--- config.mk ---
export PLATFORM = sky130hd
export DESIGN_NAME = stepper_half_step_positioner
export DESIGN_NICKNAME = d
export VERILOG_FILES = /design/src/shp_pkg.sv /design/src/shp_front.sv /design/src/shp_queue.sv /design/src/shp_back.sv /design/src/stepper_half_step_positioner.sv
export SDC_FILE = /design/constraint.sdc
export NUM_CORES = 1
export LEC_CHECK = 0
export BUFFER_PORTS_ARGS = -buffer_cell sky130_fd_sc_hd__buf_4
export CAP_MARGIN = 20
export CORE_ASPECT_RATIO = 0.6
export CORE_MARGIN = 1.5
export CORE_UTILIZATION = 55
export DETAILED_ROUTE_END_ITERATION = 7
export PLACE_DENSITY = 0.73
export SYNTH_ARGS = -nofsm -noshare
export SYNTH_HDL_FRONTEND = slang
export SYNTH_SLANG_ARGS = --single-unit
--- constraint.sdc ---
create_clock -name clk -period 7.9 [get_ports clk]
set_clock_uncertainty 0.15 [all_clocks]
set_input_delay 1.58 -clock clk [delete_from_list [all_inputs] [get_ports clk]]
set_output_delay 1.58 -clock clk [all_outputs]
set_load 0.02 [all_outputs]
--- src/shp_pkg.sv ---
`timescale 1ns / 1ps

package shp_pkg;

  // half-step sequence
  localparam int PHASE_COUNT = 8;
  localparam int PHASE_W     = $clog2(PHASE_COUNT);

  // position and revolution width
  localparam int POS_W = 16;
  localparam int NUM_W = 8;
  localparam int COIL_W = 6;

  localparam logic [POS_W-1:0] SPR_RESET = 16'd400;
  localparam logic [POS_W-1:0] SPR_MIN   = 16'd2;

  // queue between front and back
  localparam int QUEUE_DEPTH = 2;
  localparam int QPTR_W      = (QUEUE_DEPTH > 1) ? $clog2(QUEUE_DEPTH) : 1;
  localparam int QCNT_W      = $clog2(QUEUE_DEPTH + 1);

  // op field codes
  localparam logic OP_TICK  = 1'b0;
  localparam logic OP_START = 1'b1;

  // mode codes
  typedef enum logic [1:0] {
    MODE_HOME  = 2'd0,
    MODE_SHORT = 2'd1,
    MODE_SLICE = 2'd2,
    MODE_REL   = 2'd3
  } mode_t;

  // classified action carried through the queue
  typedef enum logic [2:0] {
    ACT_TICK  = 3'd0,
    ACT_HOME  = 3'd1,
    ACT_SHORT = 3'd2,
    ACT_SLICE = 3'd3,
    ACT_REL   = 3'd4
  } act_t;

  typedef struct packed {
    logic             op;
    logic [1:0]       mode;
    logic             direction;
    logic [NUM_W-1:0] number;
    logic             limit_switch_n;
  } in_item_t;

  typedef struct packed {
    logic [COIL_W-1:0] coil_pattern;
    logic [POS_W-1:0]  position;
    logic              busy_res;
    logic              stepped;
  } out_item_t;

  typedef struct packed {
    act_t             act;
    logic             direction;
    logic [NUM_W-1:0] number;
    logic             limit_switch_n;
  } q_item_t;

  // status of the queue as seen by both sides
  typedef struct packed {
    logic full;
    logic avail;
  } q_status_t;

  // coil drive bits for each half-step phase
  function automatic logic [COIL_W-1:0] drive_bits(input logic [PHASE_W-1:0] ph);
    logic [COIL_W-1:0] bits;
    case (ph)
      3'd0:    bits = 6'h18;
      3'd1:    bits = 6'h08;
      3'd2:    bits = 6'h28;
      3'd3:    bits = 6'h20;
      3'd4:    bits = 6'h24;
      3'd5:    bits = 6'h04;
      3'd6:    bits = 6'h14;
      3'd7:    bits = 6'h10;
      default: bits = 6'h00;
    endcase
    return bits;
  endfunction

endpackage

--- src/shp_front.sv ---
`timescale 1ns / 1ps

module shp_front (
  input  logic                clk,
  input  logic                rst_n,
  input  logic                in_valid,
  output logic                in_stall,
  input  shp_pkg::in_item_t   in_data,
  input  shp_pkg::q_status_t  q_status,
  output logic                q_push,
  output shp_pkg::q_item_t    q_wdata
);

  logic             front_valid_r, front_valid_nxt;
  shp_pkg::q_item_t front_item_r, front_item_nxt;
  shp_pkg::q_item_t classified;
  logic             accept;

  // decode op and mode into one action code
  always_comb begin
    classified.direction      = in_data.direction;
    classified.number         = in_data.number;
    classified.limit_switch_n = in_data.limit_switch_n;
    if (in_data.op == shp_pkg::OP_TICK) begin
      classified.act = shp_pkg::ACT_TICK;
    end else begin
      case (shp_pkg::mode_t'(in_data.mode))
        shp_pkg::MODE_HOME:  classified.act = shp_pkg::ACT_HOME;
        shp_pkg::MODE_SHORT: classified.act = shp_pkg::ACT_SHORT;
        shp_pkg::MODE_SLICE: classified.act = shp_pkg::ACT_SLICE;
        shp_pkg::MODE_REL:   classified.act = shp_pkg::ACT_REL;
        default:             classified.act = shp_pkg::ACT_REL;
      endcase
    end
  end

  // hold the item while the queue is full
  assign in_stall = front_valid_r && q_status.full;
  assign accept   = in_valid && !in_stall;
  assign q_push   = front_valid_r && !q_status.full;
  assign q_wdata  = front_item_r;

  always_comb begin
    front_valid_nxt = front_valid_r;
    front_item_nxt  = front_item_r;
    if (accept) begin
      front_valid_nxt = 1'b1;
      front_item_nxt  = classified;
    end else if (q_push) begin
      front_valid_nxt = 1'b0;
    end
  end

  always_ff @(posedge clk) begin
    if (!rst_n) begin
      front_valid_r <= 1'b0;
    end else begin
      front_valid_r <= front_valid_nxt;
    end
  end

  always_ff @(posedge clk) begin
    front_item_r <= front_item_nxt;
  end

endmodule

--- src/shp_queue.sv ---
`timescale 1ns / 1ps

module shp_queue (
  input  logic                clk,
  input  logic                rst_n,
  input  logic                push,
  input  shp_pkg::q_item_t    wdata,
  input  logic                pop,
  output shp_pkg::q_item_t    rdata,
  output shp_pkg::q_status_t  status
);

  shp_pkg::q_item_t              entry_r [shp_pkg::QUEUE_DEPTH];
  logic [shp_pkg::QPTR_W-1:0]    wr_ptr_r, wr_ptr_nxt;
  logic [shp_pkg::QPTR_W-1:0]    rd_ptr_r, rd_ptr_nxt;
  logic [shp_pkg::QCNT_W-1:0]    count_r, count_nxt;

  localparam logic [shp_pkg::QPTR_W-1:0] PTR_LAST = shp_pkg::QPTR_W'(shp_pkg::QUEUE_DEPTH - 1);
  localparam logic [shp_pkg::QCNT_W-1:0] CNT_FULL = shp_pkg::QCNT_W'(shp_pkg::QUEUE_DEPTH);

  assign status.full  = (count_r == CNT_FULL);
  assign status.avail = (count_r != '0);
  assign rdata        = entry_r[rd_ptr_r];

  // advance pointers with wrap at the last entry
  always_comb begin
    wr_ptr_nxt = wr_ptr_r;
    rd_ptr_nxt = rd_ptr_r;
    count_nxt  = count_r;
    if (push) begin
      wr_ptr_nxt = (wr_ptr_r == PTR_LAST) ? '0 : wr_ptr_r + 1'b1;
    end
    if (pop) begin
      rd_ptr_nxt = (rd_ptr_r == PTR_LAST) ? '0 : rd_ptr_r + 1'b1;
    end
    if (push && !pop) begin
      count_nxt = count_r + 1'b1;
    end else if (pop && !push) begin
      count_nxt = count_r - 1'b1;
    end
  end

  always_ff @(posedge clk) begin
    if (!rst_n) begin
      wr_ptr_r <= '0;
      rd_ptr_r <= '0;
      count_r  <= '0;
    end else begin
      wr_ptr_r <= wr_ptr_nxt;
      rd_ptr_r <= rd_ptr_nxt;
      count_r  <= count_nxt;
    end
  end

  // store the pushed item
  always_ff @(posedge clk) begin
    if (push) begin
      entry_r[wr_ptr_r] <= wdata;
    end
  end

`ifndef NO_ASSERTIONS
  a_no_overflow: assert property (@(posedge clk) disable iff (!rst_n)
    !(push && status.full && !pop))
    else $error("queue push while full");

  a_no_underflow: assert property (@(posedge clk) disable iff (!rst_n)
    pop |-> status.avail)
    else $error("queue pop while empty");

  a_count_bound: assert property (@(posedge clk) disable iff (!rst_n)
    count_r <= CNT_FULL)
    else $error("queue count beyond depth");
`endif

endmodule

--- src/shp_back.sv ---
`timescale 1ns / 1ps

module shp_back (
  input  logic                        clk,
  input  logic                        rst_n,
  input  logic                        cfg_we,
  input  logic [shp_pkg::POS_W-1:0]   cfg_wdata,
  input  shp_pkg::q_status_t          q_status,
  input  shp_pkg::q_item_t            q_rdata,
  output logic                        q_pop,
  output logic                        out_valid,
  input  logic                        out_stall,
  output shp_pkg::out_item_t          out_data
);

  localparam int PW = shp_pkg::POS_W;

  logic [PW-1:0]                 spr_r;
  logic [shp_pkg::PHASE_W-1:0]   phase_r, phase_nxt;
  logic [PW-1:0]                 pos_r, pos_nxt;
  logic [shp_pkg::COIL_W-1:0]    coil_r, coil_nxt;
  shp_pkg::mode_t                mode_r, mode_nxt;
  logic                          dir_r, dir_nxt;
  logic [PW-1:0]                 target_r, target_nxt;
  logic [shp_pkg::NUM_W-1:0]     left_r, left_nxt;
  logic                          run_r, run_nxt;
  logic                          last_sw_r, last_sw_nxt;
  logic                          out_valid_r, out_valid_nxt;
  shp_pkg::out_item_t            out_data_r, out_data_nxt;

  logic [PW-1:0]                 rev, top, half;
  logic [PW-1:0]                 num_cl, tgt_cl;
  logic                          do_step, step_ccw, stepped;
  logic [PW-1:0]                 pos_step;
  logic [shp_pkg::PHASE_W-1:0]   phase_step;

  // take the next item once the output register is free
  assign q_pop     = q_status.avail && (!out_valid_r || !out_stall);
  assign out_valid = out_valid_r;
  assign out_data  = out_data_r;

  // revolution limits
  assign rev    = (spr_r < shp_pkg::SPR_MIN) ? shp_pkg::SPR_MIN : spr_r;
  assign top    = rev - 1'b1;
  assign half   = rev >> 1;
  assign num_cl = ({{(PW - shp_pkg::NUM_W){1'b0}}, q_rdata.number} > top) ?
                  top : {{(PW - shp_pkg::NUM_W){1'b0}}, q_rdata.number};
  assign tgt_cl = (target_r > top) ? top : target_r;

  // one half-step in the chosen sense
  always_comb begin
    if (step_ccw) begin
      phase_step = phase_r - 1'b1;
      pos_step   = (pos_r == '0 || pos_r > top) ? top : pos_r - 1'b1;
    end else begin
      phase_step = phase_r + 1'b1;
      pos_step   = (pos_r >= top) ? '0 : pos_r + 1'b1;
    end
  end

  // execute the item against the motion state
  always_comb begin
    phase_nxt   = phase_r;
    pos_nxt     = pos_r;
    coil_nxt    = coil_r;
    mode_nxt    = mode_r;
    dir_nxt     = dir_r;
    target_nxt  = target_r;
    left_nxt    = left_r;
    run_nxt     = run_r;
    last_sw_nxt = last_sw_r;
    do_step     = 1'b0;
    step_ccw    = dir_r;

    case (q_rdata.act)
      shp_pkg::ACT_TICK: begin
        if (run_r) begin
          case (mode_r)
            shp_pkg::MODE_HOME: begin
              step_ccw = 1'b0;
              if (!q_rdata.limit_switch_n) begin
                if (!last_sw_r) begin
                  pos_nxt = '0;
                  run_nxt = 1'b0;
                end
                last_sw_nxt = 1'b0;
              end else begin
                last_sw_nxt = 1'b1;
                do_step     = 1'b1;
              end
            end
            shp_pkg::MODE_REL: begin
              do_step  = 1'b1;
              left_nxt = left_r - 1'b1;
              run_nxt  = (left_r != {{(shp_pkg::NUM_W-1){1'b0}}, 1'b1});
            end
            default: begin
              target_nxt = tgt_cl;
              if (pos_r == tgt_cl) begin
                run_nxt = 1'b0;
              end else begin
                do_step = 1'b1;
                run_nxt = (pos_step != tgt_cl);
              end
            end
          endcase
        end
      end
      shp_pkg::ACT_HOME: begin
        if (!run_r) begin
          mode_nxt    = shp_pkg::MODE_HOME;
          last_sw_nxt = 1'b1;
          run_nxt     = 1'b1;
        end
      end
      shp_pkg::ACT_SHORT: begin
        if (!run_r) begin
          mode_nxt   = shp_pkg::MODE_SHORT;
          target_nxt = num_cl;
          if (num_cl > pos_r) begin
            dir_nxt = ((num_cl - pos_r) < half) ? 1'b0 : 1'b1;
          end else begin
            dir_nxt = ((pos_r - num_cl) < half) ? 1'b1 : 1'b0;
          end
          run_nxt = (num_cl != pos_r);
        end
      end
      shp_pkg::ACT_SLICE: begin
        if (!run_r) begin
          mode_nxt   = shp_pkg::MODE_SLICE;
          target_nxt = num_cl;
          dir_nxt    = !(num_cl > pos_r);
          run_nxt    = (num_cl != pos_r);
        end
      end
      shp_pkg::ACT_REL: begin
        if (!run_r) begin
          mode_nxt = shp_pkg::MODE_REL;
          dir_nxt  = q_rdata.direction;
          left_nxt = q_rdata.number;
          run_nxt  = (q_rdata.number != '0);
        end
      end
      default: begin
      end
    endcase

    if (do_step) begin
      phase_nxt = phase_step;
      pos_nxt   = pos_step;
      coil_nxt  = shp_pkg::drive_bits(phase_step);
    end
    stepped = do_step;
  end

  // build the result and drop it once taken
  always_comb begin
    out_data_nxt  = out_data_r;
    out_valid_nxt = out_valid_r && out_stall;
    if (q_pop) begin
      out_valid_nxt             = 1'b1;
      out_data_nxt.coil_pattern = coil_nxt;
      out_data_nxt.position     = pos_nxt;
      out_data_nxt.busy_res     = run_nxt;
      out_data_nxt.stepped      = stepped;
    end
  end

  always_ff @(posedge clk) begin
    if (!rst_n) begin
      spr_r       <= shp_pkg::SPR_RESET;
      phase_r     <= '0;
      pos_r       <= '0;
      coil_r      <= '0;
      mode_r      <= shp_pkg::MODE_HOME;
      dir_r       <= 1'b0;
      target_r    <= '0;
      left_r      <= '0;
      run_r       <= 1'b0;
      last_sw_r   <= 1'b1;
      out_valid_r <= 1'b0;
    end else begin
      if (cfg_we) begin
        spr_r <= cfg_wdata;
      end
      if (q_pop) begin
        phase_r   <= phase_nxt;
        pos_r     <= pos_nxt;
        coil_r    <= coil_nxt;
        mode_r    <= mode_nxt;
        dir_r     <= dir_nxt;
        target_r  <= target_nxt;
        left_r    <= left_nxt;
        run_r     <= run_nxt;
        last_sw_r <= last_sw_nxt;
      end
      out_valid_r <= out_valid_nxt;
    end
  end

  always_ff @(posedge clk) begin
    out_data_r <= out_data_nxt;
  end

`ifndef NO_ASSERTIONS
  a_step_moves_coils: assert property (@(posedge clk) disable iff (!rst_n)
    (q_pop && stepped) |=> (coil_r != $past(coil_r)))
    else $error("step left the coil pattern unchanged");

  a_home_zeroes: assert property (@(posedge clk) disable iff (!rst_n)
    (q_pop && q_rdata.act == shp_pkg::ACT_TICK && run_r && mode_r == shp_pkg::MODE_HOME
     && !q_rdata.limit_switch_n && !last_sw_r) |=> (pos_r == '0 && !run_r))
    else $error("confirmed home did not zero the position");

  a_idle_no_step: assert property (@(posedge clk) disable iff (!rst_n)
    (q_pop && !run_r) |-> !stepped)
    else $error("step while idle");
`endif

endmodule

--- src/stepper_half_step_positioner.sv ---
`timescale 1ns / 1ps

// Channel  Direction  Handshake          Payload
// in_      input      in_valid/in_stall  shp_pkg::in_item_t  (op, mode, direction, number, switch)
// out_     output     out_valid/out_stall shp_pkg::out_item_t (coils, position, busy, stepped)
// cfg_     input      cfg_valid/cfg_ready 16-bit steps per revolution
//
// One item per cycle sustained while out_stall stays low; an item's result passes
// through the front register, a queue entry, then execute into the output register.
// The back end runs one item per cycle if not stalled; the two-entry queue absorbs output stalls.
// Synchronous active-low reset; steps per revolution resets to 400, position to home.
// cfg_ready is always high; writes are applied at once.
module stepper_half_step_positioner (
  input  logic                          clk,
  input  logic                          rst_n,
  input  logic                          in_valid,
  output logic                          in_stall,
  input  shp_pkg::in_item_t             in_data,
  output logic                          out_valid,
  input  logic                          out_stall,
  output shp_pkg::out_item_t            out_data,
  input  logic                          cfg_valid,
  output logic                          cfg_ready,
  input  logic [shp_pkg::POS_W-1:0]     cfg_data
);

  logic               q_push, q_pop;
  shp_pkg::q_item_t   q_wdata, q_rdata;
  shp_pkg::q_status_t q_status;

  assign cfg_ready = 1'b1;

  // accept and classify
  shp_front u_front (
    .clk      (clk),
    .rst_n    (rst_n),
    .in_valid (in_valid),
    .in_stall (in_stall),
    .in_data  (in_data),
    .q_status (q_status),
    .q_push   (q_push),
    .q_wdata  (q_wdata)
  );

  // decouple front from back
  shp_queue u_queue (
    .clk    (clk),
    .rst_n  (rst_n),
    .push   (q_push),
    .wdata  (q_wdata),
    .pop    (q_pop),
    .rdata  (q_rdata),
    .status (q_status)
  );

  // execute motion and hold the result
  shp_back u_back (
    .clk       (clk),
    .rst_n     (rst_n),
    .cfg_we    (cfg_valid && cfg_ready),
    .cfg_wdata (cfg_data),
    .q_status  (q_status),
    .q_rdata   (q_rdata),
    .q_pop     (q_pop),
    .out_valid (out_valid),
    .out_stall (out_stall),
    .out_data  (out_data)
  );

endmodule

* After elaboration in Yosys (flattened, before gate mapping) *
Memory sizes are Yosys's and may differ from the RTL's. A register that Yosys moved wholly into a read port is not among the register bits.
Index checks and enable logic that the tools add are counted.

storage, ports and cells
  output and inout bits = 27
  flip-flop bits (word level) = 113
  word-level logic and storage cells = 170
  memory bits (read-only) = 32
  bits of input ports = 34
  bits in writable memories = 26
  memories = 2

operators by class
  equality and inequality tests = 22
  order comparisons = 8
  reduce and logical (&&, ||, !) cells = 37
  mux-type cells = 66
  add/subtract/negate cells = 12

memories
  memory            words  bits a word  rd ports  clocked after Yosys merged registers in  write ports  line             RTL
  (name not given)  8      4            1         0                                        0            shp_pkg.sv:74    case (ph)
  u_queue.entry_r   2      13           1         1                                        1            shp_queue.sv:13  shp_pkg::q_item_t entry_r [shp_pkg::QUEUE_DEPTH];

operators with widths
  operator                                                     count
  2-to-1 mux 16 bit                                            15
  greater-than comparator 16 bit                               3
  less-than comparator 16 x 15 -> 1 bit                        2
  inequality test 16 bit                                       2
  case mux 16 bit (2 select lines)                             1
  subtractor 16 x 1 -> 16 bit, second input constant           2
  subtractor 16 bit                                            2
  2-to-1 mux 1 bit                                             31
  2-to-1 mux 8 bit                                             3
  AND reduction 5 bit                                          4
  adder 16 x 1 -> 16 bit, second input constant                1
  equality test 16 bit                                         1
  >= comparator 16 bit                                         1
  greater-than comparator 8 x 16 -> 1 bit                      1
  logical NOT 16 bit                                           1
  less-than comparator 16 x 2 -> 1 bit, second input constant  1
  case mux 8 bit (2 select lines)                              1
  2-to-1 mux 2 bit                                             6
  inequality test 2 bit, second input constant                 6
  case mux 3 bit (4 select lines)                              1
  nonzero test 2 bit                                           6
  equality test 2 bit, second input constant                   4
  inequality test 8 x 1 -> 1 bit, second input constant        1
  case mux 2 bit (4 select lines)                              1
  27 further kinds                                             48

* Logic depth before layout (Yosys ltp) *
Gate-level depths: netlist of the first run.

  depth in word-level cells = 12
  gate-level depth with buffers = 35
  depth with buffers taken out = 33

* Hierarchy *
From an unflattened synthesis of the first run, not the netlist that was laid out.

second synthesis, totals
  cells, all modules = 1329
  area total of the unflattened synthesis = 11333.4 µm²

modules (own cells, without submodules)
  module                        seq. area each (µm²)  area each (µm²)  cells each  times used
  shp_back                      2142.1                9663.0           1239        1
  shp_queue                     880.8                 1153.6           62          1
  shp_front                     410.4                 505.5            26          1
  stepper_half_step_positioner  0.0                   11.3             2           1

* Least setup slack after synthesis of the first run *
OpenSTA, ideal clock, no wires.

  kind = reg2reg
  start point = register u_back.spr_r[2]
  end point = register u_back.dir_r
  path buffers = 2
  clock period less this slack = 7.521 ns
  library setup time = 0.131 ns
  required time = 7.619 ns
  stages on the path, launching flop included = 35
  arrival = 7.239 ns
  slack = 0.379 ns
  path through = dfxtp_1 buf_6 nor4_4 nand4_2 o21a_1 inv_1 ha_1 clkbuf_1 nor3b_1 xnor2_1 inv_1 ha_1 o41ai_1 nor4_1 or4_1 nor2_1 nor2_1 a21oi_1 inv_1 fa_1 nor2b_1 o21ai_0 a21boi_0 o21ai_0 a21oi_1 a311oi_1 xnor2_1 ha_1 and4_1 a2111oi_0 a32oi_1 nor3_1 o22ai_1 o221ai_1 o211ai_1

between the ends
  cells in the longest elaborated chain, start to end = 11
  elaborated cells on any way between the ends = 17
  those cells by class = add/sub: 3; order compare: 5; mux: 8; reduce/logical: 1

RTL lines
  what                                                      line                              RTL
  start, declared                                           shp_back.sv:18                    logic [PW-1:0] spr_r;
  start signal, assigned                                    shp_back.sv:171                   spr_r <= shp_pkg::SPR_RESET;
  start signal, assigned                                    shp_back.sv:184                   spr_r <= cfg_wdata;
  less-than comparator 16 x 2 -> 1 bit                      shp_back.sv:43                    assign rev = (spr_r < shp_pkg::SPR_MIN) ? shp_pkg::SPR_MIN : spr_r;
  2-to-1 mux 16 bit (*)                                     shp_back.sv:43
  subtractor 16 x 1 -> 16 bit                               shp_back.sv:44                    assign top = rev - 1'b1;
  greater-than comparator 8 x 16 -> 1 bit                   shp_back.sv:46                    assign num_cl = ({{(PW - shp_pkg::NUM_W){1'b0}}, q_rdata.number} > top) ?
  2-to-1 mux 16 bit                                         shp_back.sv:46
  subtractor 16 bit (on tied branches)                      shp_back.sv:123, shp_back.sv:121
  less-than comparator 16 x 15 -> 1 bit (on tied branches)  shp_back.sv:123, shp_back.sv:121
  2-to-1 mux 1 bit (on tied branches)                       shp_back.sv:123, shp_back.sv:121
  2-to-1 mux 1 bit                                          shp_back.sv:120                   if (num_cl > pos_r) begin
  2-to-1 mux 1 bit                                          shp_back.sv:117                   if (!run_r) begin
  case mux 1 bit (3 select lines) (*)                       shp_back.sv:75                    case (q_rdata.act)
  end signal, assigned                                      shp_back.sv:191                   dir_r <= dir_nxt;
  end, declared                                             shp_back.sv:23                    logic dir_r, dir_nxt;

Every way passes the cells marked *; elsewhere a longest branch is shown, timed or not. The select of a mux whose other input is x is not followed.
A chain may end at the register's enable or synchronous reset.

* Final worst setup path of the first run *
  start point = register u_back.spr_r[6]
  end point = register u_back.dir_r

Same word-level chain as after synthesis.

==> impl_results.md, run 1 <==
* Worst-Skew Late Latency at 0.44 ns
* Mapped cell area at 11,100 um^2
* Fillers at ~1.7k
* Post-synth ARST share at 0
* Final Hold Fails at 0
* CP max FO at 9
* Area leader, netlist: edfxtp_1
* CTS tree: yes
* Worst Hold Class: flop to flop
* Place WS at 0.185 ns
* Static leakage at 5.00 nW
* Synth top area cells: edfxtp_1 17%, dfxtp_1 14%, ha_1 12%
* Slew Viols, Final at 0
* Grt total ovfl at 0
* Chip Width at around 190 um
* FF+latch count, synth at 140
* Post-DP HPWL at 26.3 mm
* DRC Markers at 0
* Pwr/cell area at 234 nW/um^2
* Global-route wire length before repair at ~54 mm
* CP max stage delay at 0.48 ns
* WL/cell at 21.0 um
* CP Class: flop to flop
* DR vias at 10.4k
* Final ANT Viol Nets at 0
* Gr usage total at 0.331
* Delay-heaviest family, CP: compound AO/OA/AOI/OAI gates
* VDD IR max at between 0.15 and 0.2 mV
* Clock buffer depth at 2
* Syn avg cell area at between 8 and 9 um^2
* Clock transition at path regs at 0.06 ns
* Ratio of cells with drive above 1 in the final layout at 0.126
* Post-CTS setup buffer count at 0
* Core Util, Final at 0.634
* Synth warn at 0
* CTS sink cnt at 140
* Area of the multi-input gates at 7210 um^2
* Initial core utilization at 0.559
* Final Wtd Congestion at 0.986
* Slowest CP cell: or3b_2
* Die Y at 113 um
* Die footprint at approximately 21,000 um^2
* Core Area at between 15,000 and 20,000 um^2
* Largest net degree at the start of global routing at 40
* Relative slew slack at 0.439
* Unique cell type count in the Yosys netlist at a little under 90
* Status: finished, final reports clean
* Pwr Total at 2.96 mW
* # rows at 40
* Vias per inst at 6.31
* Worst Path Buf+Inv at 3
* Post-Route WL at 34.6 mm
* Final setup violation count at 0
* Minimum hold slack at between 0.2 and 0.3 ns
* Post-synth EDFFs at 63
* RSZ-0062 raised after global routing: no
* FF+latch area at around 3400 um^2
* Crit path launch type: flop
* Htree depth at 4
* Final nets at between 1.5k and 2k
* Synth top cells by count: 107 x nor2_1, 104 x ha_1, 87 x o21ai_0, 84 x inv_1, 83 x nand2_1
* Top cell type's share of synthesized area at 0.170
* Fin crit period at 7.46 ns
* Initial DRT Pass Iterations at 7
* Gate Count Post-Synth at 1,296
* Fin crit share at 0.944
* Top-count cell post-synth: nor2_1
* F_max at 134 MHz
* Worst setup margin at between 0.4 and 0.5 ns
* Critical Path Sink Type: flop
* # diodes at 0
* Vias in the first global route at 9,469
* Ports at 61
* Synth Flop Type: dfxtp_1
* Area delta synth->final at 13.5%
* Number of port buffers at 59
* Arrival @ worst endpoint at about 7.7 ns
* WP data required at 8.11 ns
* Initial antenna violation count at 0
* Seq/Total Area, Yosys at 0.308
* Cts bufs inserted at 17
* Worst Max-Slew Pin Slew at 0.835 ns
* Max Cap Viol at 0
* Clock root buffer: clkbuf_16
* Setup TNS at 0 ns
* Drt first-iter violations at 1,363
cell families (layout without fill, tap and decap cells):
kind of cell	after synthesis	in the layout	synth area share
compound gates	340	340	0.209
xor+xnor	91	91	0.0728
fa+ha+maj	109	109	0.124
buf+inv	154	218	0.0553
flops	140	140	0.308
mux	47	47	0.0433
other cells	2	16	0.000675
simple gates	413	413	0.187
cell type report:
| cell class | instances | area share |
|---|---|---|
| Inverter | 89 | 0.0266 |
| Sequential cell | 140 | 0.272 |
| Clock inverter | 9 | 0.00871 |
| Multi-Input combinational cell | 1016 | 0.571 |
| Clock buffer | 23 | 0.0379 |
| Timing Repair Buffer | 97 | 0.0574 |
| Tap cell | 273 | 0.0270 |
power breakdown:
| part | leakage (nW) | internal (mW) | switching (mW) |
|---|---|---|---|
| sequential | 1.23 | 0.877 | 0.0640 |
| combinational | 3.49 | 0.449 | 0.748 |
| clock | 0.279 | 0.493 | 0.327 |
through the flow:
| stage | cells | area [um^2] |
|---|---|---|
| 6_report | 1647 | 12600 |
| 5_1_grt | 1647 | 12600 |
| 4_1_cts | 1647 | 12600 |
| 3_5_place_dp | 1615 | 12000 |
| 3_3_place_gp | 1614 | 12000 |
| 2_1_floorplan | 1310 | 11200 |
state kept, by name, summed over array words and instances, names as in the netlist, 3 cells and up, named ones only:
name and count:
u_front.q_wdata 13, u_queue.entry_r 26, u_back.coil_r 6, u_back.pos_r 16, u_back.left_r 8, u_back.target_r 16
u_back.spr_r 16, u_back.out_data 24, u_back.phase_r 3
worst paths after layout:
check                                   startpoint               endpoint  slack, ns  cells past startpoint
worst max-delay path               u_back.spr_r[6]           u_back.dir_r       0.44                     28
worst min-delay path            u_front.q_wdata[5]  u_queue.entry_r[0][5]       0.30                      0
worst max register to register     u_back.spr_r[6]           u_back.dir_r       0.44                     28
worst min register to register  u_front.q_wdata[5]  u_queue.entry_r[0][5]       0.30                      0
routing by layer:
metal,GRT usage,vias up,wire length [um]
met4,0.109,0,883
met2,0.460,610,13500
met3,0.0720,78,4000
met1,0.502,4819,16200
li1,-,4879,-
met5,0,-,0
what timing repair did:
action                     CTS  global route
hold buffers                 0             0
setup endpoints to repair    0             1
gates resized for setup      0            19
placed cells by master (no fill, tap or decap), drive strengths merged, types with 22 or more instances in the layout:
cell type  count
nor3          39
mux2i         38
nand4         30
buf           97
ha           104
edfxtp        63
nor2         107
a21o          22
a21oi         68
inv           88
o21ai         96
dfxtp         77
nand3         54
xnor2         82
clkbuf        23
nand2         83
Note: power is estimated with default switching activity, not from simulation.
==> run 2, diff against run 1 <==
Settings changed: CORE_ASPECT_RATIO 0.6 to unset.
==> impl_results.md, run 2 (synthesis results as in run 1) <==
* Ports at 61
* R2r endpoint: u_back.dir_r
* Worst Path Buf+Inv at 2
* CP max FO at 9
* Post-CTS sizing at 0
* Global-route wire length before repair at about 56 mm
* # rows at 51
* Htree depth at 4
* Commonest non-fill, non-tap cell in the layout: nor2_1
* Max Cap Viol at 0
* Most frequent cells in the layout: 107 x nor2_1, 102 x ha_1, 102 x buf_4
* Final Hold Fails at 0
* Relative slew slack at 0.268
* Grt total ovfl at 0
* F_max at around 140 MHz
* Dpl cells at 1,613
* Critical Path Sink Type: flop
* Chip Width at 145 um
* Vias per inst at between 6 and 7
* Fillers at 1,733
* Clock buffer depth at 2
* Die footprint at 21,100 um^2
* CP max stage delay at 0.49 ns
* Design Area, Final at 12,700 um^2
* CP Launch Point: u_back.spr_r[6]
* Core Util, Final at 0.647
* Int Power at 1.84 mW
* Reg2Reg Launch Point: u_back.spr_r[6]
* Vias in the first global route at between 9k and 10k
* Switching Share at 0.392
* Area of the multi-input gates at ~7000 um^2
* Worst-Skew Late Latency at 0.43 ns
* Largest net degree at the start of global routing at 40
* WL/cell at 21.7 um
* Pwr/cell area at 238 nW/um^2
* Area delta synth->final at 14.2%
* Final setup violation count at 0
* Crit path launch type: flop
* CP Class: flop to flop
* Final ANT Viol Nets at 0
* Worst-case reg-to-reg path depth at 28
* Largest reg by FF count: u_queue.entry_r
* DRC Markers at 0
* Fin crit share at 0.927
* Crit path capture: u_back.dir_r
* Place WS at 0.322 ns
* Comb power frac at 0.402
* Gr usage total at 0.339
* Clock transition at path regs at 0.07 ns
* DR vias at 10.5k
* CTS sink cnt at 140
* Post-DP HPWL at 26.8 mm
* Hold-fix buffers at CTS at 0
* VDD IR max at 0.198 mV
* Ratio of cells with drive above 1 in the final layout at 0.132
* Slew Viols, Final at 0
* Die Y at 145 um
* Setup slack, reg-to-reg at 0.57 ns
* Number of port buffers at a little under 60
* Final Wtd Congestion at 1.01
* Final cell count without fillers at 1,646
* Pwr Total at between 3 and 4 mW
* Minimum hold slack at just under 0.3 ns
* # diodes at 0
* Worst Max-Slew Pin Slew at between 1 and 1.5 ns
* Clock root buffer: clkbuf_16
* Core Area at 19,700 um^2
* Status: finished, final reports clean
* WP depth at 28
* Static leakage at around 5 nW
* FF+latch area at 3430 um^2
* Final nets at 1,509
* Arrival @ worst endpoint at around 7.5 ns
* Setup TNS at 0 ns
* Seq pwr share at 0.312
* CTS tree: yes
* Post-Route WL at 35.6 mm
* Drt first-iter violations at 1,202
* Delay-heaviest family, CP: compound AO/OA/AOI/OAI gates
* Worst Hold Class: flop to flop
* Fin crit period at 7.33 ns
* Slowest CP cell: or4_4
* Post-place instance area at 12,000 um^2
* Initial core utilization at 0.566
* Post-CTS setup buffer count at 0
* Initial antenna violation count at 0
* RSZ-0062 raised after global routing: no
* WP data required at 8.05 ns
* Worst setup margin at 0.575 ns
* Clock network power share at 0.286
* Cts bufs inserted at 17
* Max FFs per register at 26
* Initial DRT Pass Iterations at 7
* Psw at roughly 1.2 mW
## run 2: layout make-up
class,instances,area share
timing repair buffer,104,0.0627
tap,265,0.0261
sequential,140,0.270
clock buffer,18,0.0338
inverter,89,0.0265
clock inverter,14,0.0144
multi-input combinational,1016,0.566
## run 2: how the worst min path moves through the flow
stage | start | endpoint | slack [ns] | cells past startpoint
floorplan | u_front.q_wdata[0] | u_queue.entry_r[0][0] | 0.27 | 0
global placement | u_front.q_wdata[5] | u_queue.entry_r[0][5] | 0.27 | 0
detailed placement | u_front.q_wdata[12] | u_queue.entry_r[0][12] | 0.28 | 0
CTS | u_front.q_wdata[12] | u_queue.entry_r[1][12] | 0.29 | 0
global route | u_front.q_wdata[12] | u_queue.entry_r[0][12] | 0.30 | 0
finish | u_front.q_wdata[12] | u_queue.entry_r[0][12] | 0.29 | 0
## run 2: metal layers
layer / wire, um / track usage / up-vias
li1: - / - / 4882
met1: 15500 / 0.471 / 4931
met2: 15700 / 0.520 / 565
met3: 3170 / 0.0557 / 95
met4: 1250 / 0.142 / 0
met5: 0 / 0 / -
## run 2: power groups by stage
stage / Sequential (mW) / Clock (mW) / Combinational [mW]
after floorplan: 0.998 / 0 / 0.731
after global placement: 0.951 / 0 / 1.16
after detailed placement: 0.956 / 0 / 1.17
after CTS: 0.942 / 0.871 / 1.18
after global routing: 0.957 / 0.899 / 1.31
final: 0.944 / 0.864 / 1.22
==> run 3, diff against run 2 <==
Settings changed: PLACE_DENSITY 0.73 to 0.7.
Clock period 7.9 ns to 8.6 ns, I/O delays scaled along.
==> impl_results.md, run 3 (synthesis results as in run 1) <==
* Status: finished, final reports clean
* Die Y at 145 um
* Post-CTS setup buffer count at 0
* Global-route wire length before repair at 56.3 mm
* Ratio of cells with drive above 1 in the final layout at 0.123
* Post-DP HPWL at 27.4 mm
* Clock transition at path regs at roughly 0.070 ns
* CP Class: flop to flop
* Clock network power share at 0.286
* Setup TNS at 0 ns
* WP depth at 31
* Post-Route WL at about 36 mm
* Most used cell, CP: ha_1
* CTS sink cnt at 140
* VDD IR max at 0.178 mV
* Chip Width at 145 um
* Worst-Skew Late Latency at about 0.44 ns
* F_max at 125 MHz
* Comb power frac at 0.400
* Slew Viols, Final at 0
* Pwr/cell area at between 200 and 250 nW/um^2
* Commonest non-fill, non-tap cell in the layout: nor2_1
* Static leakage at 5.01 nW
* Drt first-iter violations at 1,041
* DR vias at 10.4k
* CP max FO at 10
* Vias in the first global route at 9,833
* Max Cap Viol at 0
* R2r endpoint: u_back.dir_r
* Final Hold Fails at 0
* Worst Path Buf+Inv at 4
* Switching Share at 0.398
* WP data required at 8.76 ns
* Cts bufs inserted at 17
* Final nets at 1,497
* Worst-case reg-to-reg path depth at 31
* Core Area at roughly 20,000 um^2
* Area delta synth->final at 13.2%
* Reg2Reg Launch Point: u_back.spr_r[2]
* Largest reg by FF count: u_queue.entry_r
* CP max stage delay at ~0.57 ns
* Slowest CP cell: or4_1
* Htree depth at 4
* Clock buffer depth at 2
* Delay-heaviest family, CP: compound AO/OA/AOI/OAI gates
* Grt total ovfl at 0
* # diodes at 0
* CP Launch Point: u_back.spr_r[2]
* Die footprint at ~21,000 um^2
* Fin crit period at 8.01 ns
* Initial DRT Pass Iterations at 6
* Critical Path Sink Type: flop
* Worst Hold Class: flop to flop
* Fin crit share at 0.932
* CTS tree: yes
* Largest net degree at the start of global routing at 43
* Gr usage total at 0.345
* Pwr Total at approximately 2.8 mW
* Relative slew slack at 0.207
* Clock root buffer: clkbuf_16
* Setup slack, reg-to-reg at about 0.59 ns
* Vias per inst at 6.37
* Ports at roughly 60
* Final Wtd Congestion at 1.01
* Number of port buffers at 59
* Post-CTS sizing at 0
* DRC Markers at 0
* Final cell count without fillers at 1,634
* Final setup violation count at 0
* Final ANT Viol Nets at 0
* Int Power at approximately 1.7 mW
* Worst Max-Slew Pin Slew at roughly 1.2 ns
* Crit path launch type: flop
* Initial core utilization at 0.566
* Hold-fix buffers at CTS at 0
* Most frequent cells in the layout: 106 x nor2_1, 104 x ha_1, 90 x buf_4
* Max FFs per register at 26
* Crit path capture: u_back.dir_r
* Initial antenna violation count at 0
* Dpl cells at 1,601
* Arrival @ worst endpoint at 8.18 ns
* Psw at 1.10 mW
* Seq pwr share at 0.313
* # rows at 51
* WL/cell at 22.3 um
run 3: cell types whose count changed in the layout (fill, tap and decap cells not counted), moves of 2 or more:
cell | before | now
o21ai_1 | 11 | 9
ha_1 | 102 | 104
o21ai_0 | 84 | 86
clkinv_4 | 3 | 1
inv_8 | 1 | 3
buf_4 | 102 | 90
ha_2 | 2 | 0
run 3: metrics by stage:
| stage | worst slack (ns) | hold slack, ns | cell area (um^2) | utilization |
|---|---|---|---|---|
| floorplan | 1.08 | 0.271 | 11200 | - |
| global placement | 0.720 | 0.273 | 11900 | 0.608 |
| detailed placement | 0.337 | 0.283 | 11900 | 0.608 |
| CTS | 0.315 | 0.300 | 12600 | 0.639 |
| global route | -0.0330 | 0.314 | 12600 | 0.641 |
| finish | 0.589 | 0.299 | 12600 | 0.641 |
run 3: area by class of cell:
cell class | instances | area [um^2]
Inverter | 89 | 337
Sequential cell | 140 | 3430
Multi-Input combinational cell | 1016 | 7170
Timing Repair Buffer | 92 | 707
Clock buffer | 18 | 439
Fill cell | 1728 | 7050
Clock inverter | 14 | 178
Tap cell | 265 | 332
run 3: worst min path at each step:
| stage | from | to | slack, ns | cells past startpoint |
|---|---|---|---|---|
| after CTS | u_front.q_wdata[1] | u_queue.entry_r[0][1] | 0.30 | 0 |
| after global routing | u_front.q_wdata[1] | u_queue.entry_r[0][1] | 0.31 | 0 |
| after floorplan | u_front.q_wdata[0] | u_queue.entry_r[0][0] | 0.27 | 0 |
| after global placement | u_front.q_wdata[5] | u_queue.entry_r[0][5] | 0.27 | 0 |
| final | u_front.q_wdata[1] | u_queue.entry_r[0][1] | 0.30 | 0 |
| after detailed placement | u_front.q_wdata[1] | u_queue.entry_r[0][1] | 0.28 | 0 |
run 3: worst reg2reg max path, delay by kind of cell, from the launching register on:
family	cells	cell delay, ns
xor+xnor	2	0.41
compound gates	12	2.77
fa+ha+maj	4	1.24
flops	1	0.40
buf+inv	4	0.78
simple gates	9	2.16
run 3: per-layer routing:
metal,share of wire,global-route usage,up-vias
li1,-,-,4860
met1,0.43,0.467,4950
met2,0.44,0.528,526
met3,0.096,0.0890,77
met4,0.036,0.128,0
met5,0,0,-
run 3: power groups by stage:
stage	clock network [mW]	registers, mW	logic (mW)
2_1_floorplan	0	0.917	0.671
5_1_grt	0.819	0.875	1.20
3_3_place_gp	0	0.874	1.06
4_1_cts	0.795	0.863	1.07
3_5_place_dp	0	0.878	1.06
6_report	0.791	0.865	1.10
